[src/rtl/core/wstd_pkg.sv]
// ---------------------------------------------------------------------------
// wstd_pkg
// types and constants of the window settle touch detector
// ---------------------------------------------------------------------------
`timescale 1ns / 1ps

package wstd_pkg;

   localparam int WINDOW_MAX_DEF = 64;
   localparam int SAMPLE_W       = 32;
   localparam int WLEN_W         = 7;
   localparam int TOL_W          = 20;
   localparam int CSR_DATA_W     = 32;
   localparam int CSR_INDEX_W    = 2;

   localparam logic [WLEN_W-1:0]   WLEN_RST   = 7'd8;
   localparam logic [TOL_W-1:0]    TOL_RST    = 20'd100;
   localparam logic [SAMPLE_W-1:0] TARGET_RST = 32'd0;

   typedef enum logic [CSR_INDEX_W-1:0] {
      CSR_WINDOW_LEN = 2'd0,
      CSR_TOLERANCE  = 2'd1,
      CSR_TARGET_POS = 2'd2
   } csr_index_type;

   typedef struct packed {
      logic signed [SAMPLE_W-1:0] position;
      logic                       first_sample;
   } req_type;

   typedef struct packed {
      logic                       settled;
      logic                       touched;
      logic signed [SAMPLE_W-1:0] average;
   } rsp_type;

endpackage

[src/rtl/core/wstd_ring.sv]
// ---------------------------------------------------------------------------
// wstd_ring
// sample ring memory, one write port and one registered read port
// ---------------------------------------------------------------------------
`timescale 1ns / 1ps

module wstd_ring
   import wstd_pkg::*;
#(
   parameter int DEPTH  = WINDOW_MAX_DEF,
   parameter int ADDR_W = $clog2(WINDOW_MAX_DEF)
) (
   input  logic                clock,
   input  logic                wr_en,
   input  logic [ADDR_W-1:0]   wr_addr,
   input  logic [SAMPLE_W-1:0] wr_data,
   input  logic [ADDR_W-1:0]   rd_addr,
   output logic [SAMPLE_W-1:0] rd_data
);

   logic [SAMPLE_W-1:0] mem [DEPTH];
   logic [SAMPLE_W-1:0] rd_data_ff;

   always_ff @(posedge clock) begin
      if (wr_en) begin
         mem[wr_addr] <= wr_data;
      end
      rd_data_ff <= mem[rd_addr];
   end

   assign rd_data = rd_data_ff;

endmodule

[src/rtl/core/wstd_div.sv]
// ---------------------------------------------------------------------------
// wstd_div
// signed restoring divider, one quotient bit per cycle, truncates toward zero
// ---------------------------------------------------------------------------
`timescale 1ns / 1ps

module wstd_div
   import wstd_pkg::*;
#(
   parameter int SUM_W = SAMPLE_W + $clog2(WINDOW_MAX_DEF + 1),
   parameter int LEN_W = $clog2(WINDOW_MAX_DEF + 1)
) (
   input  logic                       clock,
   input  logic                       reset,
   input  logic                       start,
   input  logic signed [SUM_W-1:0]    dividend,
   input  logic [LEN_W-1:0]           divisor,
   output logic                       done,
   output logic signed [SAMPLE_W-1:0] quotient
);

   localparam int CNT_W = $clog2(SUM_W + 1);

   logic             busy_ff, busy_in;
   logic             done_ff, done_in;
   logic [CNT_W-1:0] cnt_ff, cnt_in;
   logic             neg_ff, neg_in;
   logic [LEN_W-1:0] rem_ff, rem_in;
   logic [SUM_W-1:0] dq_ff, dq_in;
   logic [LEN_W-1:0] den_ff, den_in;

   logic [LEN_W:0]   trial;
   logic [LEN_W:0]   trial_sub;
   logic             fits;
   logic [SUM_W-1:0] quo_full;

   assign trial     = {rem_ff, dq_ff[SUM_W-1]};
   assign trial_sub = trial - {1'b0, den_ff};
   assign fits      = (trial >= {1'b0, den_ff});

   always_comb begin
      busy_in = busy_ff;
      done_in = 1'b0;
      cnt_in  = cnt_ff;
      neg_in  = neg_ff;
      rem_in  = rem_ff;
      dq_in   = dq_ff;
      den_in  = den_ff;
      if (start) begin
         busy_in = 1'b1;
         cnt_in  = '0;
         neg_in  = dividend[SUM_W-1];
         rem_in  = '0;
         dq_in   = dividend[SUM_W-1] ? SUM_W'(-dividend) : SUM_W'(dividend);
         den_in  = divisor;
      end else if (busy_ff) begin
         rem_in = fits ? trial_sub[LEN_W-1:0] : trial[LEN_W-1:0];
         dq_in  = {dq_ff[SUM_W-2:0], fits};
         cnt_in = cnt_ff + 1'b1;
         if (cnt_ff == CNT_W'(SUM_W - 1)) begin
            busy_in = 1'b0;
            done_in = 1'b1;
         end
      end
   end

   always_ff @(posedge clock) begin
      if (reset) begin
         busy_ff <= 1'b0;
         done_ff <= 1'b0;
         cnt_ff  <= '0;
      end else begin
         busy_ff <= busy_in;
         done_ff <= done_in;
         cnt_ff  <= cnt_in;
      end
      neg_ff <= neg_in;
      rem_ff <= rem_in;
      dq_ff  <= dq_in;
      den_ff <= den_in;
   end

   assign quo_full = neg_ff ? (~dq_ff + 1'b1) : dq_ff;
   assign quotient = quo_full[SAMPLE_W-1:0];
   assign done     = done_ff;

endmodule

[src/rtl/core/window_settle_touch_detector.sv]
// ---------------------------------------------------------------------------
// window_settle_touch_detector
// moving window settle and touch detector for position feedback samples
// ---------------------------------------------------------------------------
// Each item stores one sample in a WINDOW_MAX deep ring and returns one
// result. Until the window holds L samples (L = window_len limited to
// 1..WINDOW_MAX) the result is all zero. With a full window the ring is
// walked once through its single read port to sum the L newest samples, the
// sum is divided by L in a divider that makes one quotient bit per cycle
// (32 + clog2(WINDOW_MAX+1) bits, 39 at the default), the ring is walked
// again to check each sample against the average, and the average is then
// compared with the target position for the touched flag. One item is
// worked on at a time; a finished result waits in the output register while
// the next item is taken in.
// ---------------------------------------------------------------------------
`timescale 1ns / 1ps

module window_settle_touch_detector
   import wstd_pkg::*;
#(
   parameter int WINDOW_MAX = WINDOW_MAX_DEF
) (
   input  logic                   clock,
   input  logic                   reset,
   input  logic                   req_valid,
   output logic                   req_ready,
   input  req_type                req_data,
   output logic                   rsp_valid,
   input  logic                   rsp_ready,
   output rsp_type                rsp_data,
   input  logic                   csr_we,
   input  logic [CSR_INDEX_W-1:0] csr_index,
   input  logic [CSR_DATA_W-1:0]  csr_wdata
);

   localparam int PTR_W = $clog2(WINDOW_MAX);
   localparam int LEN_W = $clog2(WINDOW_MAX + 1);
   localparam int SUM_W = SAMPLE_W + LEN_W;
   localparam int CMP_W = (LEN_W > WLEN_W) ? LEN_W : WLEN_W;

   typedef enum logic [2:0] {
      ST_IDLE,
      ST_SUM,
      ST_DIVIDE,
      ST_CHECK,
      ST_TOUCH,
      ST_RESPOND
   } state_type;

   // configuration
   logic [WLEN_W-1:0]          wlen_ff;
   logic [TOL_W-1:0]           tol_ff;
   logic signed [SAMPLE_W-1:0] target_ff;

   always_ff @(posedge clock) begin
      if (reset) begin
         wlen_ff   <= WLEN_RST;
         tol_ff    <= TOL_RST;
         target_ff <= TARGET_RST;
      end else if (csr_we) begin
         unique case (csr_index)
            CSR_WINDOW_LEN: wlen_ff   <= csr_wdata[WLEN_W-1:0];
            CSR_TOLERANCE:  tol_ff    <= csr_wdata[TOL_W-1:0];
            CSR_TARGET_POS: target_ff <= csr_wdata[SAMPLE_W-1:0];
            default: ;
         endcase
      end
   end

   // effective window length
   logic [CMP_W-1:0] wlen_ext;
   logic [LEN_W-1:0] eff_len;

   assign wlen_ext = CMP_W'(wlen_ff);

   always_comb begin
      if (wlen_ff == '0) begin
         eff_len = LEN_W'(1);
      end else if (wlen_ext > CMP_W'(WINDOW_MAX)) begin
         eff_len = LEN_W'(WINDOW_MAX);
      end else begin
         eff_len = wlen_ext[LEN_W-1:0];
      end
   end

   // control and datapath registers
   state_type                  state_ff, state_in;
   logic [PTR_W-1:0]           wp_ff, wp_in;
   logic [LEN_W-1:0]           cnt_ff, cnt_in;
   logic [PTR_W-1:0]           newest_ff, newest_in;
   logic [PTR_W-1:0]           rd_ptr_ff, rd_ptr_in;
   logic [LEN_W-1:0]           iss_ff, iss_in;
   logic                       rd_vld_ff, rd_vld_in;
   logic                       rsp_valid_ff, rsp_valid_in;
   rsp_type                    rsp_data_ff, rsp_data_in;
   logic signed [SUM_W-1:0]    sum_ff, sum_in;
   logic signed [SAMPLE_W-1:0] ave_ff, ave_in;
   logic                       settled_ff, settled_in;
   logic                       touched_ff, touched_in;

   logic                       mem_we;
   logic                       rd_issue;
   logic                       div_start;
   logic                       div_done;
   logic signed [SAMPLE_W-1:0] div_quo;
   logic [SAMPLE_W-1:0]        rd_data;

   logic [PTR_W-1:0]           wp_base;
   logic [LEN_W-1:0]           cnt_base;
   logic [LEN_W-1:0]           cnt_next;
   logic [PTR_W-1:0]           wp_next;
   logic [PTR_W-1:0]           rd_ptr_dec;
   logic                       walk_done;

   assign wp_base    = req_data.first_sample ? '0 : wp_ff;
   assign cnt_base   = req_data.first_sample ? '0 : cnt_ff;
   assign cnt_next   = (cnt_base == LEN_W'(WINDOW_MAX)) ? cnt_base : cnt_base + 1'b1;
   assign wp_next    = (wp_base == PTR_W'(WINDOW_MAX - 1)) ? '0 : wp_base + 1'b1;
   assign rd_ptr_dec = (rd_ptr_ff == '0) ? PTR_W'(WINDOW_MAX - 1) : rd_ptr_ff - 1'b1;
   assign walk_done  = (iss_ff == eff_len) && !rd_vld_ff;

   // shared deviation compare: against a ring sample or the target
   logic [SAMPLE_W-1:0] cmp_op;
   logic [SAMPLE_W:0]   diff;
   logic [SAMPLE_W:0]   mag;
   logic                exceed;

   assign cmp_op = (state_ff == ST_TOUCH) ? target_ff : rd_data;
   assign diff   = {ave_ff[SAMPLE_W-1], ave_ff} - {cmp_op[SAMPLE_W-1], cmp_op};
   assign mag    = diff[SAMPLE_W] ? (~diff + 1'b1) : diff;
   assign exceed = mag > (SAMPLE_W + 1)'(tol_ff);

   always_comb begin
      state_in     = state_ff;
      wp_in        = wp_ff;
      cnt_in       = cnt_ff;
      newest_in    = newest_ff;
      rd_ptr_in    = rd_ptr_ff;
      iss_in       = iss_ff;
      sum_in       = sum_ff;
      ave_in       = ave_ff;
      settled_in   = settled_ff;
      touched_in   = touched_ff;
      rsp_data_in  = rsp_data_ff;
      rsp_valid_in = rsp_valid_ff && !rsp_ready;
      mem_we       = 1'b0;
      rd_issue     = 1'b0;
      div_start    = 1'b0;

      unique case (state_ff)
         ST_IDLE: begin
            if (req_valid) begin
               mem_we    = 1'b1;
               wp_in     = wp_next;
               cnt_in    = cnt_next;
               newest_in = wp_base;
               rd_ptr_in = wp_base;
               iss_in    = '0;
               sum_in    = '0;
               if (cnt_next < eff_len) begin
                  settled_in = 1'b0;
                  touched_in = 1'b0;
                  ave_in     = '0;
                  state_in   = ST_RESPOND;
               end else begin
                  state_in = ST_SUM;
               end
            end
         end
         ST_SUM: begin
            if (iss_ff != eff_len) begin
               rd_issue  = 1'b1;
               rd_ptr_in = rd_ptr_dec;
               iss_in    = iss_ff + 1'b1;
            end
            if (rd_vld_ff) begin
               sum_in = sum_ff + {{LEN_W{rd_data[SAMPLE_W-1]}}, rd_data};
            end
            if (walk_done) begin
               div_start = 1'b1;
               state_in  = ST_DIVIDE;
            end
         end
         ST_DIVIDE: begin
            if (div_done) begin
               ave_in     = div_quo;
               settled_in = 1'b1;
               rd_ptr_in  = newest_ff;
               iss_in     = '0;
               state_in   = ST_CHECK;
            end
         end
         ST_CHECK: begin
            if (iss_ff != eff_len) begin
               rd_issue  = 1'b1;
               rd_ptr_in = rd_ptr_dec;
               iss_in    = iss_ff + 1'b1;
            end
            if (rd_vld_ff && exceed) begin
               settled_in = 1'b0;
            end
            if (walk_done) begin
               state_in = ST_TOUCH;
            end
         end
         ST_TOUCH: begin
            touched_in = settled_ff && exceed;
            state_in   = ST_RESPOND;
         end
         ST_RESPOND: begin
            if (!rsp_valid_ff || rsp_ready) begin
               rsp_valid_in        = 1'b1;
               rsp_data_in.settled = settled_ff;
               rsp_data_in.touched = touched_ff;
               rsp_data_in.average = ave_ff;
               state_in            = ST_IDLE;
            end
         end
         default: begin
            state_in = ST_IDLE;
         end
      endcase
   end

   assign rd_vld_in = rd_issue;

   always_ff @(posedge clock) begin
      if (reset) begin
         state_ff     <= ST_IDLE;
         wp_ff        <= '0;
         cnt_ff       <= '0;
         iss_ff       <= '0;
         rd_vld_ff    <= 1'b0;
         rsp_valid_ff <= 1'b0;
      end else begin
         state_ff     <= state_in;
         wp_ff        <= wp_in;
         cnt_ff       <= cnt_in;
         iss_ff       <= iss_in;
         rd_vld_ff    <= rd_vld_in;
         rsp_valid_ff <= rsp_valid_in;
      end
      newest_ff   <= newest_in;
      rd_ptr_ff   <= rd_ptr_in;
      sum_ff      <= sum_in;
      ave_ff      <= ave_in;
      settled_ff  <= settled_in;
      touched_ff  <= touched_in;
      rsp_data_ff <= rsp_data_in;
   end

   assign req_ready = (state_ff == ST_IDLE);
   assign rsp_valid = rsp_valid_ff;
   assign rsp_data  = rsp_data_ff;

   wstd_ring #(
      .DEPTH  (WINDOW_MAX),
      .ADDR_W (PTR_W)
   ) u_ring (
      .clock   (clock),
      .wr_en   (mem_we),
      .wr_addr (wp_base),
      .wr_data (req_data.position),
      .rd_addr (rd_ptr_ff),
      .rd_data (rd_data)
   );

   wstd_div #(
      .SUM_W (SUM_W),
      .LEN_W (LEN_W)
   ) u_div (
      .clock    (clock),
      .reset    (reset),
      .start    (div_start),
      .dividend (sum_ff),
      .divisor  (eff_len),
      .done     (div_done),
      .quotient (div_quo)
   );

endmodule

[config.mk]
export PLATFORM = sky130hd
export DESIGN_NAME = window_settle_touch_detector
export DESIGN_NICKNAME = d
export VERILOG_FILES = /design/src/rtl/core/wstd_pkg.sv /design/src/rtl/core/wstd_ring.sv /design/src/rtl/core/wstd_div.sv /design/src/rtl/core/window_settle_touch_detector.sv
export SDC_FILE = /design/constraint.sdc
export NUM_CORES = 2
export LEC_CHECK = 0
export BUFFER_PORTS_ARGS = -buffer_cell sky130_fd_sc_hd__buf_2
export CAP_MARGIN = 20
export CORE_MARGIN = 2
export CORE_UTILIZATION = 63
export CTS_CLUSTER_DIAMETER = 150
export DETAILED_ROUTE_END_ITERATION = 12
export PLACE_DENSITY = 0.8
export SETUP_SLACK_MARGIN = 0.02
export SYNTH_ARGS = -nofsm -noshare
export SYNTH_HDL_FRONTEND = slang
export SYNTH_SLANG_ARGS = --single-unit
[constraint.sdc]
create_clock -name clock -period 7.6 [get_ports clock]
set_input_delay 0.76 -clock clock [delete_from_list [all_inputs] [get_ports clock]]
set_output_delay 0.76 -clock clock [all_outputs]
set_load 0.05 [all_outputs]
==> flow_summary.json <==
{
  "total_vias_in_the_final_route": 53900,
  "cts_buffer_depth": 3,
  "async_reset_ff_share_pct": 0,
  "maxClockFrequency_mhz": 141,
  "tritoncts": "built",
  "critPathCaptureType": "register",
  "timing.hold.worst.class": "in2reg",
  "synth_largest_area_cell": "sky130_fd_sc_hd__edfxtp_1",
  "proportion_of_layout_cells_with_a_drive_suffix_above_1_pct": 23.9,
  "run_status": "complete, no violations",
  "clk-insertion-delay-late_ns": 0.86,
  "finalWorstSetupSlack_ns": 0.485,
  "route.met2.wl_mm": 134,
  "synthesis.instances": 5093,
  "synth.avg_cell_area_um2": 18.9,
  "setup_viol": 0,
  "dp_worst_slack_ns": 0.460,
  "critical_path.reg2reg.endpoint": "settled_ff",
  "portion_of_synthesized_cell_area_occupied_by_the_leading_cell_type_pct": 69.2,
  "reg2regPathDepth": 23,
  "crit_path_cell_trace": "nand2b_1 > nor2_4 > buf_4 > buf_4 > mux2i_1 > ha_1 > nand4_1 > nor4_1 > a21boi_0 > o31a_1 > o32ai_1 > or4b_1 > or2_1 > o31ai_1 > xor2_1 > ha_1 > nand4_1 > or4_1 > a22o_1 > nor4_1 > o211ai_1 > o311ai_1 > a21oi_1",
  "detail_route.vias_per_cell": 7.16,
  "cts.reportedPaths.clkPinSlew_ns": 0.07,
  "vdd.ir_drop.worst_mv": 0.254,
  "critical_path.endpoint": "settled_ff",
  "pin_count_of_the_biggest_net_entering_global_routing": 119,
  "netlist_area_um2": 96000,
  "highest-signal-layer": "met5",
  "cp_data_required_time_ns": 8.19,
  "layout.nets": 5502,
  "io_pins": 108,
  "dominantRegCellSynth": "sky130_fd_sc_hd__edfxtp_1",
  "min_tclk_post_route_ns": 7.12,
  "arrival_ns": 7.70,
  "hold_path_depth": 3,
  "place_congestion": 0.907,
  "start_kind": "register",
  "initialDrtViolationCount": 8110,
  "startpoint": "state_ff[1]",
  "first_global_vias": 53800,
  "hold_buffers": 0,
  "grt_pass1_wl_mm": 386,
  "port_buffers": 107,
  "initial_core_util_pct": 63.3,
  "timing.final.hold_violations": 0,
  "leading_cell_types_in_the_layout_fill_and_taps_excluded": "sky130_fd_sc_hd__edfxtp_1, sky130_fd_sc_hd__mux4_2, sky130_fd_sc_hd__nand2_1",
  "tritoncts_num_sinks": 2345,
  "gr-total-overflow": 0,
  "cell_chosen_for_the_clock_root": "sky130_fd_sc_hd__clkbuf_16",
  "wl_met1_mm": 91.3,
  "finalMaxSlewViolations": 0,
  "setup_total_negative_slack_ns": 0,
  "routed_wire_length_mm": 271,
  "post_layout_util_pct": 70.8,
  "netlist-cell-type-count": 84,
  "drc_errors": 0,
  "die_area_um2": 156000,
  "core_area_um2": 152000,
  "rrSetupSlack_ns": 0.48,
  "worst_path_max_delay_cell": "sky130_fd_sc_hd__or4_1",
  "areaGrowthSynthToFinish_pct": 11.8,
  "synth_nets": 5281,
  "power-per-cell-area_nw_per_um2": 323,
  "initial_antenna_violation_count": 16,
  "cpPeakStageDelay_ns": 0.55,
  "regToRegStartpoint": "state_ff[1]",
  "finClkSkew_ns": 0.0340,
  "detail_route.wl_per_cell_um": 36.0,
  "cap_violations": 0,
  "seq_area_frac_synth_pct": 72.0,
  "grt_setup_unrepaired": "no",
  "global_route.usage.total_pct": 35.0,
  "timing_worst_setup_path_type": "reg2reg",
  "worst-slew-pin-transition_ns": 1.22,
  "die-width_um": 394,
  "seq_cells_post_synth": 2345,
  "cts_buffers": 218,
  "path_max_fanout": 23,
  "yosys_warnings": 0,
  "rows": 143,
  "final_common_cell": "sky130_fd_sc_hd__edfxtp_1",
  "route.met3.wl_mm": 30.6,
  "total_leakage_power_nw": 34.5,
  "cts.htree.levels": 4,
  "yosys-top-cells-area": "sky130_fd_sc_hd__edfxtp_1, sky130_fd_sc_hd__mux4_2, sky130_fd_sc_hd__dfxtp_1, sky130_fd_sc_hd__ha_1, sky130_fd_sc_hd__nand2_1",
  "drtAntennaViolNets": 0,
  "dr.pass1.iters": 6,
  "detailedPlacementHpwl_mm": 141,
  "post_dp_cell_area_um2": 99700,
  "design_area_um2": 107000,
  "fp.dieH_um": 394,
  "hold_slack_ns": 0.152,
  "timing.max_slew.rel_slack_pct": 19.0,
  "final.period_utilization_pct": 93.6,
  "synth-edff-count": 2214
}
## how the worst min path moves through the flow
stage                        startpoint            to  slack [ns]
after floorplan              touched_ff  rsp_data[32]        0.40
after global placement       touched_ff  rsp_data[32]        0.41
after detailed placement     touched_ff  rsp_data[32]        0.42
after CTS                 csr_wdata[14]    tol_ff[14]         0.1
after global routing      csr_wdata[15]    tol_ff[15]        0.14
final                     csr_wdata[14]    tol_ff[14]        0.15
## Yosys cell counts (12+ instances only)
master / n
sky130_fd_sc_hd__a211oi_1: 22
sky130_fd_sc_hd__a21o_1: 48
sky130_fd_sc_hd__a21oi_1: 172
sky130_fd_sc_hd__a22oi_1: 13
sky130_fd_sc_hd__and3_1: 15
sky130_fd_sc_hd__buf_1: 67
sky130_fd_sc_hd__clkbuf_1: 180
sky130_fd_sc_hd__dfxtp_1: 131
sky130_fd_sc_hd__edfxtp_1: 2214
sky130_fd_sc_hd__ha_1: 113
sky130_fd_sc_hd__inv_1: 74
sky130_fd_sc_hd__mux2_2: 16
sky130_fd_sc_hd__mux2i_1: 82
sky130_fd_sc_hd__mux4_2: 636
sky130_fd_sc_hd__nand2_1: 284
sky130_fd_sc_hd__nand2b_1: 40
sky130_fd_sc_hd__nand3_1: 44
sky130_fd_sc_hd__nand4_1: 25
sky130_fd_sc_hd__nor2_1: 251
sky130_fd_sc_hd__nor2b_1: 18
sky130_fd_sc_hd__nor3_1: 47
sky130_fd_sc_hd__nor4_1: 22
sky130_fd_sc_hd__o21a_1: 20
sky130_fd_sc_hd__o21ai_0: 142
sky130_fd_sc_hd__o31ai_1: 27
sky130_fd_sc_hd__or2_2: 14
sky130_fd_sc_hd__or3_1: 20
sky130_fd_sc_hd__or4_1: 12
sky130_fd_sc_hd__xnor2_1: 55
sky130_fd_sc_hd__xor2_1: 104
## per-layer routing
layer	up-vias	global-route usage [%]
li1	21200	-
met1	27400	45.1
met2	4428	57.3
met3	919	7.81
met4	8	16.5
met5	-	0
## critical path: cells and delay by family, from the launching register on
kind,cells,cell delay [ns]
buffers and inverters,2,0.64
AOI/OAI and AO/OA,8,1.98
xor gates and xnor gates,1,0.15
DFF,1,0.31
adders and majority gates,2,0.87
and+or+nand+nor,9,2.71
muxes,1,0.15
## what timing repair did
| item | CTS | global route |
|---|---|---|
| setup buffers | 0 | 0 |
| setup endpoints to repair | 0 | 1 |
| resized for setup | 0 | 1 |
## cells by family (layout without fill, tap and decap cells)
| family | after synthesis | count (layout) | share of synthesized area (%) |
|---|---|---|---|
| DFF | 2345 | 2345 | 72.0 |
| adders and majority gates | 116 | 116 | 1.53 |
| muxes | 734 | 734 | 16.0 |
| AOI/OAI and AO/OA | 574 | 574 | 3.76 |
| xor gates and xnor gates | 159 | 159 | 1.45 |
| buffers and inverters | 324 | 726 | 1.28 |
| other | 0 | 5 | 0 |
| and+or+nand+nor | 841 | 841 | 4.07 |
## per-stage QoR
step | cells | power, mW
global route | 7528 | 35.8
CTS | 7496 | 34.6
detailed placement | 7095 | 23.6
finish | 7530 | 34.7
global placement | 7093 | 23.5
floorplan | 5093 | 21.1
## final cells by class
type | count | area, µm²
Multi-Input combinational cell | 2424 | 26200
Timing Repair Buffer | 250 | 2160
Antenna cell | 5 | 12.5
Tap cell | 2030 | 2540
Fill cell | 8650 | 44300
Clock inverter | 136 | 1280
Clock buffer | 265 | 5780
Sequential cell | 2345 | 69100
Inverter | 75 | 282
## where the power goes
part           leakage (nW)  internal [mW]  switching, mW
Sequential             21.1           14.4          0.308
Combinational          10.0           3.76           5.13
Clock                  3.44           6.06           4.99
## sequential cells by signal, indices dropped and copies added (netlist names), 20 cells and up
name            cells
u_div.dq_ff        39
target_ff          32
rsp_data           34
ave_ff             32
u_ring.mem       2048
u_ring.rd_data     32
sum_ff             39
tol_ff             20
Note: power is estimated with default switching activity, not from simulation.
